`config.mk`:
```
export PLATFORM = sky130hd
export DESIGN_NAME = next_hop_learning_table_top
export DESIGN_NICKNAME = d
export VERILOG_FILES = /design/src/hdl/nhlt_pkg.sv /design/src/hdl/nhlt_front.sv /design/src/hdl/nhlt_queue.sv /design/src/hdl/nhlt_back.sv /design/src/hdl/next_hop_learning_table_top.sv
export SDC_FILE = /design/constraint.sdc
export NUM_CORES = 2
export LEC_CHECK = 0
export BUFFER_PORTS_ARGS = -buffer_cell sky130_fd_sc_hd__buf_2
export CAP_MARGIN = 20
export CORE_ASPECT_RATIO = 0.7
export CORE_MARGIN = 5
export CORE_UTILIZATION = 65
export CTS_CLUSTER_DIAMETER = 50
export CTS_CLUSTER_SIZE = 28
export DETAILED_ROUTE_END_ITERATION = 10
export GPL_TIMING_DRIVEN = 0
export PLACE_DENSITY_LB_ADDON = 0.05
export SLEW_MARGIN = 25
export SYNTH_ARGS = -nofsm -noshare
export SYNTH_HDL_FRONTEND = slang
export SYNTH_SLANG_ARGS = --single-unit
export TNS_END_PERCENT = 10
```
`constraint.sdc`:
```
create_clock -name clock -period 9.4 [get_ports clock]
set_input_delay 1.88 -clock clock [delete_from_list [all_inputs] [get_ports clock]]
set_output_delay 1.88 -clock clock [all_outputs]
set_load 0.03 [all_outputs]
```
`src/hdl/nhlt_pkg.sv`:
```
// Package for the next-hop learning table: payload structs, codes and sizes.
// No dependencies; every other file in hdl/ imports it.
package nhlt_pkg;

   localparam int TABLE_DEPTH = 64;
   localparam int IDX_W       = (TABLE_DEPTH > 1) ? $clog2(TABLE_DEPTH) : 1;
   localparam int QUEUE_DEPTH = 2;
   localparam int QPTR_W      = (QUEUE_DEPTH > 1) ? $clog2(QUEUE_DEPTH) : 1;
   localparam int QCNT_W      = $clog2(QUEUE_DEPTH + 1);

   localparam logic       OP_LEARN       = 1'b0;
   localparam logic       OP_LOOKUP      = 1'b1;
   localparam logic [7:0] DATA_TO_SERVER = 8'd2;

   localparam logic [2:0] ST_IGNORED  = 3'd0;
   localparam logic [2:0] ST_UPDATED  = 3'd1;
   localparam logic [2:0] ST_INSERTED = 3'd2;
   localparam logic [2:0] ST_FULL     = 3'd3;
   localparam logic [2:0] ST_FOUND    = 3'd4;
   localparam logic [2:0] ST_NO_ROUTE = 3'd5;

   localparam logic [1:0] KIND_IGNORE = 2'd0;
   localparam logic [1:0] KIND_LEARN  = 2'd1;
   localparam logic [1:0] KIND_LOOKUP = 2'd2;

   typedef struct packed {
      logic       op;
      logic       frame_ok;
      logic [7:0] cast_kind;
      logic [7:0] msg_type;
      logic [7:0] sender_rank;
      logic [7:0] target_hi;
      logic [7:0] target_lo;
      logic [7:0] reading;
      logic [7:0] src_hi;
      logic [7:0] src_lo;
   } req_type;

   typedef struct packed {
      logic [2:0] status;
      logic [7:0] next_hop_hi;
      logic [7:0] next_hop_lo;
      logic [7:0] out_rank;
      logic [7:0] out_value;
   } rsp_type;

   // Work handed from the front end to the table engine
   typedef struct packed {
      logic [1:0]  kind;
      logic [15:0] target;
      logic [15:0] src;
      logic [7:0]  rank;
      logic [7:0]  value;
   } cmd_type;

   typedef struct packed {
      logic [15:0] target;
      logic [15:0] hop;
   } entry_type;

endpackage

```
`src/hdl/nhlt_front.sv`:
```
// Front end: takes request transfers, holds own_rank and the last message,
// classifies each item into a command. Depends on nhlt_pkg.
module nhlt_front (
   input  logic             clock,
   input  logic             reset,
   input  logic             accept,
   input  nhlt_pkg::req_type req_data,
   input  logic             csr_write,
   input  logic [7:0]       csr_data,
   output nhlt_pkg::cmd_type cmd
);
   import nhlt_pkg::*;

   logic [7:0]  own_rank_ff,    own_rank_in;
   logic [15:0] last_target_ff, last_target_in;
   logic [7:0]  last_value_ff,  last_value_in;
   logic [15:0] target;
   logic        rank_ok;

   assign target  = {req_data.target_hi, req_data.target_lo};
   assign rank_ok = {1'b0, req_data.sender_rank} == ({1'b0, own_rank_ff} + 9'd1);

   always_comb begin
      own_rank_in    = csr_write ? csr_data : own_rank_ff;
      last_target_in = last_target_ff;
      last_value_in  = last_value_ff;
      cmd.kind       = KIND_IGNORE;
      cmd.target     = target;
      cmd.src        = {req_data.src_hi, req_data.src_lo};
      cmd.rank       = own_rank_ff;
      cmd.value      = last_value_ff;
      if (req_data.op == OP_LOOKUP) begin
         cmd.kind   = KIND_LOOKUP;
         cmd.target = last_target_ff;
      end else if (req_data.frame_ok) begin
         // latch any frame of good length
         if (accept) begin
            last_target_in = target;
            last_value_in  = req_data.reading;
         end
         if (req_data.cast_kind != 8'd0 && req_data.msg_type == DATA_TO_SERVER
             && rank_ok) begin
            cmd.kind = KIND_LEARN;
         end
      end
   end

   always_ff @(posedge clock) begin
      if (reset) begin
         own_rank_ff    <= 8'd1;
         last_target_ff <= '0;
         last_value_ff  <= '0;
      end else begin
         own_rank_ff    <= own_rank_in;
         last_target_ff <= last_target_in;
         last_value_ff  <= last_value_in;
      end
   end

endmodule

```
`src/hdl/nhlt_queue.sv`:
```
// Short command queue between front end and table engine.
// Depends on nhlt_pkg.
module nhlt_queue (
   input  logic              clock,
   input  logic              reset,
   input  logic              push,
   input  nhlt_pkg::cmd_type push_cmd,
   input  logic              pop,
   output nhlt_pkg::cmd_type head,
   output logic              full,
   output logic              empty
);
   import nhlt_pkg::*;

   cmd_type             slot_ff [QUEUE_DEPTH];
   logic [QPTR_W-1:0]   wr_ptr_ff, wr_ptr_in;
   logic [QPTR_W-1:0]   rd_ptr_ff, rd_ptr_in;
   logic [QCNT_W-1:0]   count_ff,  count_in;

   assign full  = count_ff == QCNT_W'(QUEUE_DEPTH);
   assign empty = count_ff == '0;
   assign head  = slot_ff[rd_ptr_ff];

   always_comb begin
      wr_ptr_in = wr_ptr_ff;
      rd_ptr_in = rd_ptr_ff;
      count_in  = count_ff;
      if (push) begin
         wr_ptr_in = (wr_ptr_ff == QPTR_W'(QUEUE_DEPTH - 1)) ? '0 : wr_ptr_ff + 1'b1;
      end
      if (pop) begin
         rd_ptr_in = (rd_ptr_ff == QPTR_W'(QUEUE_DEPTH - 1)) ? '0 : rd_ptr_ff + 1'b1;
      end
      if (push && !pop) begin
         count_in = count_ff + 1'b1;
      end else if (pop && !push) begin
         count_in = count_ff - 1'b1;
      end
   end

   always_ff @(posedge clock) begin
      if (push) begin
         slot_ff[wr_ptr_ff] <= push_cmd;
      end
   end

   always_ff @(posedge clock) begin
      if (reset) begin
         wr_ptr_ff <= '0;
         rd_ptr_ff <= '0;
         count_ff  <= '0;
      end else begin
         wr_ptr_ff <= wr_ptr_in;
         rd_ptr_ff <= rd_ptr_in;
         count_ff  <= count_in;
      end
   end

endmodule

```
`src/hdl/nhlt_back.sv`:
```
// Table engine: holds the route memory and alive marks, scans one entry per
// clock per learn or lookup, issues the result strobe. Depends on nhlt_pkg.
module nhlt_back (
   input  logic              clock,
   input  logic              reset,
   input  logic              q_empty,
   input  nhlt_pkg::cmd_type q_head,
   output logic              pop,
   output logic              rsp_valid,
   output nhlt_pkg::rsp_type rsp_data
);
   import nhlt_pkg::*;

   localparam logic [1:0] S_IDLE = 2'd0;
   localparam logic [1:0] S_SCAN = 2'd1;
   localparam logic [1:0] S_DONE = 2'd2;

   localparam logic [IDX_W-1:0] LAST_IDX = IDX_W'(TABLE_DEPTH - 1);

   entry_type mem [TABLE_DEPTH];

   logic [1:0]             state_ff,      state_in;
   cmd_type                cmd_ff,        cmd_in;
   logic [TABLE_DEPTH-1:0] alive_ff,      alive_in;
   logic [IDX_W-1:0]       scan_idx_ff,   scan_idx_in;
   logic                   issue_ff,      issue_in;
   logic                   cmp_valid_ff,  cmp_valid_in;
   logic [IDX_W-1:0]       cmp_idx_ff,    cmp_idx_in;
   logic                   cmp_alive_ff,  cmp_alive_in;
   entry_type              rd_data_ff;
   logic                   hit_ff,        hit_in;
   logic [IDX_W-1:0]       hit_idx_ff,    hit_idx_in;
   logic [15:0]            hit_hop_ff,    hit_hop_in;
   logic                   free_found_ff, free_found_in;
   logic [IDX_W-1:0]       free_idx_ff,   free_idx_in;
   logic                   rsp_valid_ff,  rsp_valid_in;
   rsp_type                rsp_data_ff,   rsp_data_in;
   logic                   mem_we;
   logic [IDX_W-1:0]       mem_waddr;
   entry_type              mem_wdata;
   logic                   match;

   assign rsp_valid = rsp_valid_ff;
   assign rsp_data  = rsp_data_ff;
   assign match     = cmp_alive_ff && (rd_data_ff.target == cmd_ff.target);

   always_comb begin
      state_in      = state_ff;
      cmd_in        = cmd_ff;
      alive_in      = alive_ff;
      scan_idx_in   = scan_idx_ff;
      issue_in      = issue_ff;
      cmp_valid_in  = 1'b0;
      cmp_idx_in    = scan_idx_ff;
      cmp_alive_in  = alive_ff[scan_idx_ff];
      hit_in        = hit_ff;
      hit_idx_in    = hit_idx_ff;
      hit_hop_in    = hit_hop_ff;
      free_found_in = free_found_ff;
      free_idx_in   = free_idx_ff;
      rsp_valid_in  = 1'b0;
      rsp_data_in   = rsp_data_ff;
      pop           = 1'b0;
      mem_we        = 1'b0;
      mem_waddr     = hit_idx_ff;
      mem_wdata     = {cmd_ff.target, cmd_ff.src};

      unique case (state_ff)
         S_IDLE: begin
            if (!q_empty) begin
               pop    = 1'b1;
               cmd_in = q_head;
               if (q_head.kind == KIND_IGNORE) begin
                  rsp_valid_in            = 1'b1;
                  rsp_data_in.status      = ST_IGNORED;
                  rsp_data_in.next_hop_hi = '0;
                  rsp_data_in.next_hop_lo = '0;
                  rsp_data_in.out_rank    = '0;
                  rsp_data_in.out_value   = '0;
               end else begin
                  state_in      = S_SCAN;
                  scan_idx_in   = '0;
                  issue_in      = 1'b1;
                  hit_in        = 1'b0;
                  free_found_in = 1'b0;
               end
            end
         end
         S_SCAN: begin
            // issue side: one read per clock
            if (issue_ff) begin
               cmp_valid_in = 1'b1;
               if (scan_idx_ff == LAST_IDX) begin
                  issue_in = 1'b0;
               end else begin
                  scan_idx_in = scan_idx_ff + 1'b1;
               end
            end
            // compare side: entry read in the previous clock
            if (cmp_valid_ff) begin
               if (!cmp_alive_ff && !free_found_ff) begin
                  free_found_in = 1'b1;
                  free_idx_in   = cmp_idx_ff;
               end
               if (match) begin
                  hit_in     = 1'b1;
                  hit_idx_in = cmp_idx_ff;
                  hit_hop_in = rd_data_ff.hop;
                  state_in   = S_DONE;
               end else if (cmp_idx_ff == LAST_IDX) begin
                  state_in = S_DONE;
               end
            end
         end
         S_DONE: begin
            state_in                = S_IDLE;
            rsp_valid_in            = 1'b1;
            rsp_data_in.next_hop_hi = '0;
            rsp_data_in.next_hop_lo = '0;
            rsp_data_in.out_rank    = '0;
            rsp_data_in.out_value   = '0;
            if (cmd_ff.kind == KIND_LOOKUP) begin
               rsp_data_in.out_rank  = cmd_ff.rank;
               rsp_data_in.out_value = cmd_ff.value;
               if (hit_ff) begin
                  rsp_data_in.status      = ST_FOUND;
                  rsp_data_in.next_hop_hi = hit_hop_ff[15:8];
                  rsp_data_in.next_hop_lo = hit_hop_ff[7:0];
               end else begin
                  rsp_data_in.status = ST_NO_ROUTE;
               end
            end else if (hit_ff) begin
               mem_we             = 1'b1;
               mem_waddr          = hit_idx_ff;
               rsp_data_in.status = ST_UPDATED;
            end else if (free_found_ff) begin
               mem_we                = 1'b1;
               mem_waddr             = free_idx_ff;
               alive_in[free_idx_ff] = 1'b1;
               rsp_data_in.status    = ST_INSERTED;
            end else begin
               rsp_data_in.status = ST_FULL;
            end
         end
         default: begin
            state_in = S_IDLE;
         end
      endcase
   end

   // Route memory: one write port, one registered read port
   always_ff @(posedge clock) begin
      if (mem_we) begin
         mem[mem_waddr] <= mem_wdata;
      end
      rd_data_ff <= mem[scan_idx_ff];
   end

   always_ff @(posedge clock) begin
      cmd_ff        <= cmd_in;
      scan_idx_ff   <= scan_idx_in;
      cmp_idx_ff    <= cmp_idx_in;
      cmp_alive_ff  <= cmp_alive_in;
      hit_idx_ff    <= hit_idx_in;
      hit_hop_ff    <= hit_hop_in;
      free_idx_ff   <= free_idx_in;
      rsp_data_ff   <= rsp_data_in;
      hit_ff        <= hit_in;
      free_found_ff <= free_found_in;
   end

   always_ff @(posedge clock) begin
      if (reset) begin
         state_ff     <= S_IDLE;
         alive_ff     <= '0;
         issue_ff     <= 1'b0;
         cmp_valid_ff <= 1'b0;
         rsp_valid_ff <= 1'b0;
      end else begin
         state_ff     <= state_in;
         alive_ff     <= alive_in;
         issue_ff     <= issue_in;
         cmp_valid_ff <= cmp_valid_in;
         rsp_valid_ff <= rsp_valid_in;
      end
   end

endmodule

```
`src/hdl/next_hop_learning_table_top.sv`:
```
// Top level of the next-hop learning table: front end, command queue, engine.
// Depends on nhlt_pkg, nhlt_front, nhlt_queue and nhlt_back.
//
// A request transfer happens on a clock edge with req_start high and busy
// low. Each item gives exactly one result, shown on rsp_data for a single
// clock with rsp_valid high; the receiver cannot hold it off, so capture it
// on that edge. Items are classified on entry (the last message is latched
// there) and wait in a two-deep command queue; busy rises only when that
// queue is full. An ignored learn is answered from the engine's idle state
// without a scan. A learn that qualifies, or any lookup, scans the route
// table through its single read port at one entry per clock, ending early
// on a match. Alive marks are flip-flops cleared by reset, so there is no
// clearing pass and the block is ready in the clock after reset falls.
// own_rank is written through csr_valid/csr_data; csr_ready is always
// high, and writes are to be made only while no item is outstanding.
module next_hop_learning_table_top (
   input  logic              clock,
   input  logic              reset,
   input  logic              req_start,
   input  nhlt_pkg::req_type req_data,
   output logic              busy,
   output logic              rsp_valid,
   output nhlt_pkg::rsp_type rsp_data,
   input  logic              csr_valid,
   output logic              csr_ready,
   input  logic [7:0]        csr_data
);
   import nhlt_pkg::*;

   logic    accept;
   logic    csr_write;
   cmd_type front_cmd;
   cmd_type q_head;
   logic    q_full;
   logic    q_empty;
   logic    q_pop;

   // hold off new requests only while the queue has no room
   assign busy      = q_full;
   assign accept    = req_start && !busy;
   assign csr_ready = 1'b1;
   assign csr_write = csr_valid && csr_ready;

   // classify and latch the last message
   nhlt_front u_front (
      .clock     (clock),
      .reset     (reset),
      .accept    (accept),
      .req_data  (req_data),
      .csr_write (csr_write),
      .csr_data  (csr_data),
      .cmd       (front_cmd)
   );

   // decouple front end from the table scan
   nhlt_queue u_queue (
      .clock    (clock),
      .reset    (reset),
      .push     (accept),
      .push_cmd (front_cmd),
      .pop      (q_pop),
      .head     (q_head),
      .full     (q_full),
      .empty    (q_empty)
   );

   // scan the table, update it and drive the result strobe
   nhlt_back u_back (
      .clock     (clock),
      .reset     (reset),
      .q_empty   (q_empty),
      .q_head    (q_head),
      .pop       (q_pop),
      .rsp_valid (rsp_valid),
      .rsp_data  (rsp_data)
   );

endmodule
```
==> key figures <==
Synthesis
  – FFs w/ async S/R, synth: 0
  – Post-Syn Nets: 4604
  – Main combinational cell family by area after synthesis: multiplexers
  – Number of enable flip-flop cells after synthesis: ~2.3k
  – Ys flop type: edfxtp_1
  – Syn Area/Cell: 20.4 um2
  – Post-synthesis mux area share: 0.152
  – Compound-Gate Fraction of Synth Area: 0.0315
  – Number of synthesized register bits: between 2k and 2.5k
  – Top cells by instance count after synthesis: edfxtp_1, mux4_2, mux2i_1
  – Cells after Synth: 4523
  – Syn. warnings: 0
  – Synth cell types: between 50 and 60
  – Synth Area in XOR/XNOR: 0.00342
  – Most frequent cell after synthesis: edfxtp_1
  – Post-Synth Simple-Gate Area: 0.0270
  – Synth area leader: edfxtp_1
  – Mapped Area: 92100 um2
  – Seq/Total Area, Yosys: 0.772
  – Area share of the leading cell type in the synthesized netlist: 0.740
  – Synth top area cells: edfxtp_1, mux4_2, mux2i_1, dfxtp_1, a22oi_1
  – Synth Area in Adders: 0.000408

Worst setup path
  – Most used cell along the critical path: buf_2
  – CP endpoint kind: register
  – Req. time, crit path: 10.14 ns
  – CP startpoint kind: register
  – Worst Path Arrival: about 5.1 ns
  – Largest fanout on the critical path: 10
  – Worst path slowest cell: a21oi_1
  – CP cell instances: buf_2 > buf_2 > buf_2 > clkbuf_1 > a211oi_1 > a21oi_1 > a21oi_1 > o21ai_1
  – Worst setup path category: reg -> reg
  – Max incr delay on CP: 0.87 ns

CTS
  – CTS tree: built
  – Longest Clk Path Bufs: 3
  – Post-CTS setup buffers: 0
  – Clock-pin slew on the worst setup and hold paths: 0.09 ns
  – Cts hold-fix bufs: 0
  – CTS resizes: 0
  – TritonCTS Buffers: 142
  – Root Buffer: clkbuf_16
  – Clk sink count: between 2k and 2.5k
  – Max H-tree Level: 4
  – Worst skew pair latency: 0.83 ns

Detailed routing
  – DR DRC count: 0
  – Via count: 50.3k
  – Post-route ant nets: 0
  – Wirelength per Cell: 38.4 um
  – Drt first pass iters: 7
  – Initial DRC count: 9039
  – Final wirelength: 269 mm
  – Vias per inst: 7.18

GRT
  – Initial antenna violation count: 11
  – Congestion Overflow GR: 0
  – Largest net degree at the start of global routing: between 40 and 50
  – First-pass GRT wire length: ~370 mm
  – Vias in the first global route: 47.5k
  – Total track usage: 0.364

Finish
  – Share of cells above drive strength 1: 0.262
  – Post-route cell area: around 110000 um2
  – Area grow syn2layout: 14.4%
  – Final nets: 5107
  – Filler cells: 7729

Place
  – Dpl hpwl: 188 mm
  – Cell area after placement: 101000 um2
  – Port Buf Inserts: 112
  – Placer Congestion: 0.950

Timing
  – Final min period: 4.38 ns
  – Max-slew headroom: 0.240
  – Final Slew Violations: 0
  – Count of final setup violators: 0
  – Setup_tns: 0 ns
  – Final hold slack: approximately 0.38 ns
  – Max Fclk: 228 MHz
  – RSZ-0062 raised after global routing: no
  – Clock Skews: 0.0315 ns
  – Final Hold Vio Count: 0
  – Fin crit share: 0.466
  – Worst-margin pin slew: between 1 and 1.5 ns

Floorplanning
  – Initial Util: 0.655
  – DIE AREA: about 150000 um2
  – Die H: ~320 um
  – Core area: 141000 um2
  – Die W: 460 um
  – Row count: 115
  – Io pins: 116

Pwr
  – P_leak: 0.0339 uW
  – Peak VDD IR: 227 uV
  – P per Cell Area: 300 nW/um2

Worst hold path
  – Hold crit path type: reg -> reg

Run
  – Max Cap Viol: 0

Status
  – Status: finished clean
==> worst paths after layout <==
path,startpoint,to,slack [ns],cells past startpoint
worst min register to register,u_back.cmp_idx_in[5],u_back.cmp_idx_ff[5],0.38,0
worst max register to register,u_back.cmp_idx_in[2],u_back.rd_data_ff[17],5.02,8
worst max-delay path,u_back.cmp_idx_in[2],u_back.rd_data_ff[17],5.02,8
worst min-delay path,u_back.cmp_idx_in[5],u_back.cmp_idx_ff[5],0.38,0
==> cells by family (layout without fill, tap and decap cells) <==
group,Yosys count,count (layout)
xor gates and xnor gates,36,36
muxes,831,831
buffers and inverters,254,864
adders and majority gates,3,3
AOI/OAI and AO/OA,457,457
other,1,7
and+or+nand+nor,527,527
DFF,2414,2414
==> state kept, by name, indices dropped and copies added (netlist names), named ones only <==
register and flops:
u_front.last_value_ff 8, u_back.rd_data_ff 32, u_back.hit_idx_ff 6, u_back.cmp_idx_in 6, u_back.rsp_data 35, u_back.cmp_valid_ff 1, u_back.issue_ff 1, u_back.cmp_idx_ff 6
u_back.cmp_alive_ff 1, u_queue.wr_ptr_ff 1, u_back.state_ff 2, u_queue.count_ff 2, u_queue.slot_ff 100, u_back.rsp_valid 1, u_front.last_target_ff 16, u_front.own_rank_ff 8
u_back.mem 2048, u_back.alive_ff 64, u_back.hit_hop_ff 16, u_back.cmd_ff 50, u_back.hit_ff 1, u_queue.rd_ptr_ff 1, u_back.free_found_ff 1, u_back.free_idx_ff 6
==> report_power, final <==
group          leakage [uW]  switching, uW  internal (uW)
combinational       0.00988           7160           3770
sequential           0.0217            371          13300
clock               0.00232           3720           3230
==> layer usage <==
metal  vias up  GRT usage  part of all wire  wire length (um)
met5         -    0.00160           0.00062               168
met4        12      0.150             0.053             14200
met3       642      0.146              0.16             43600
met1     25900      0.532              0.36             98100
met2      4203      0.498              0.42            113000
li1      19500          -                 -                 -
==> critical path, delay by kind of cell (launching register included) <==
kind	cells	cell delay [ns]
buf+inv	4	2.18
flops	1	0.69
compound gates	4	1.36
==> final cells by class <==
type | count | area (um2) | share of cell area
repair buffers | 359 | 5560 | 0.0528
inverters | 7 | 26.3 | 0.000249
multi-input cells | 1855 | 20300 | 0.193
well taps | 1872 | 2340 | 0.0222
clock inverters | 99 | 1150 | 0.0109
flip-flops and latches | 2414 | 71000 | 0.674
plain buffers | 247 | 1240 | 0.0118
diodes | 6 | 15.0 | 0.000143
clock buffers | 152 | 3650 | 0.0347
==> layout by cell type (no fill, tap or decap), types with 8 or more instances in the layout <==
cell type   netlist  layout
a211oi_1         65      65
a21oi_1         170     169
a22oi_1         123     123
and3_1           41      39
buf_1            11       9
buf_12            0      49
buf_16            0      90
buf_2            90     204
buf_4            29      36
buf_6            11      16
buf_8             0      95
bufinv_16         0       9
clkbuf_1        106     106
clkbuf_16         0     145
clkbuf_2          0       8
clkinv_2          0      10
clkinv_8          0      10
clkinvlp_4        0      13
dfxtp_1         145     145
edfxtp_1       2269    2269
inv_6             0      26
inv_8             0      13
mux2_2           76      76
mux2i_1         306     306
mux4_2          449     449
nand2_1         102     102
nand2b_1         14      14
nand3_1          87      87
nor2_1          180     113
nor2_4            0      65
nor2b_1          56      55
nor3_2            0       8
o21ai_0          18      17
o21ai_1          30      31
o22ai_1           8       8
xnor2_1          22      22
xor2_1           14      14
==> stage by stage <==
step,util,power [uW],cells,worst slack [ns]
floorplan,-,19500,4523,4.11
global placement,0.676,23600,6507,0.971
detailed placement,0.715,24400,6754,5.34
CTS,0.749,31200,7005,5.29
global route,0.749,32300,7005,5.04
finish,0.749,31600,7011,5.02
Note: power is estimated with default switching activity, not from simulation.
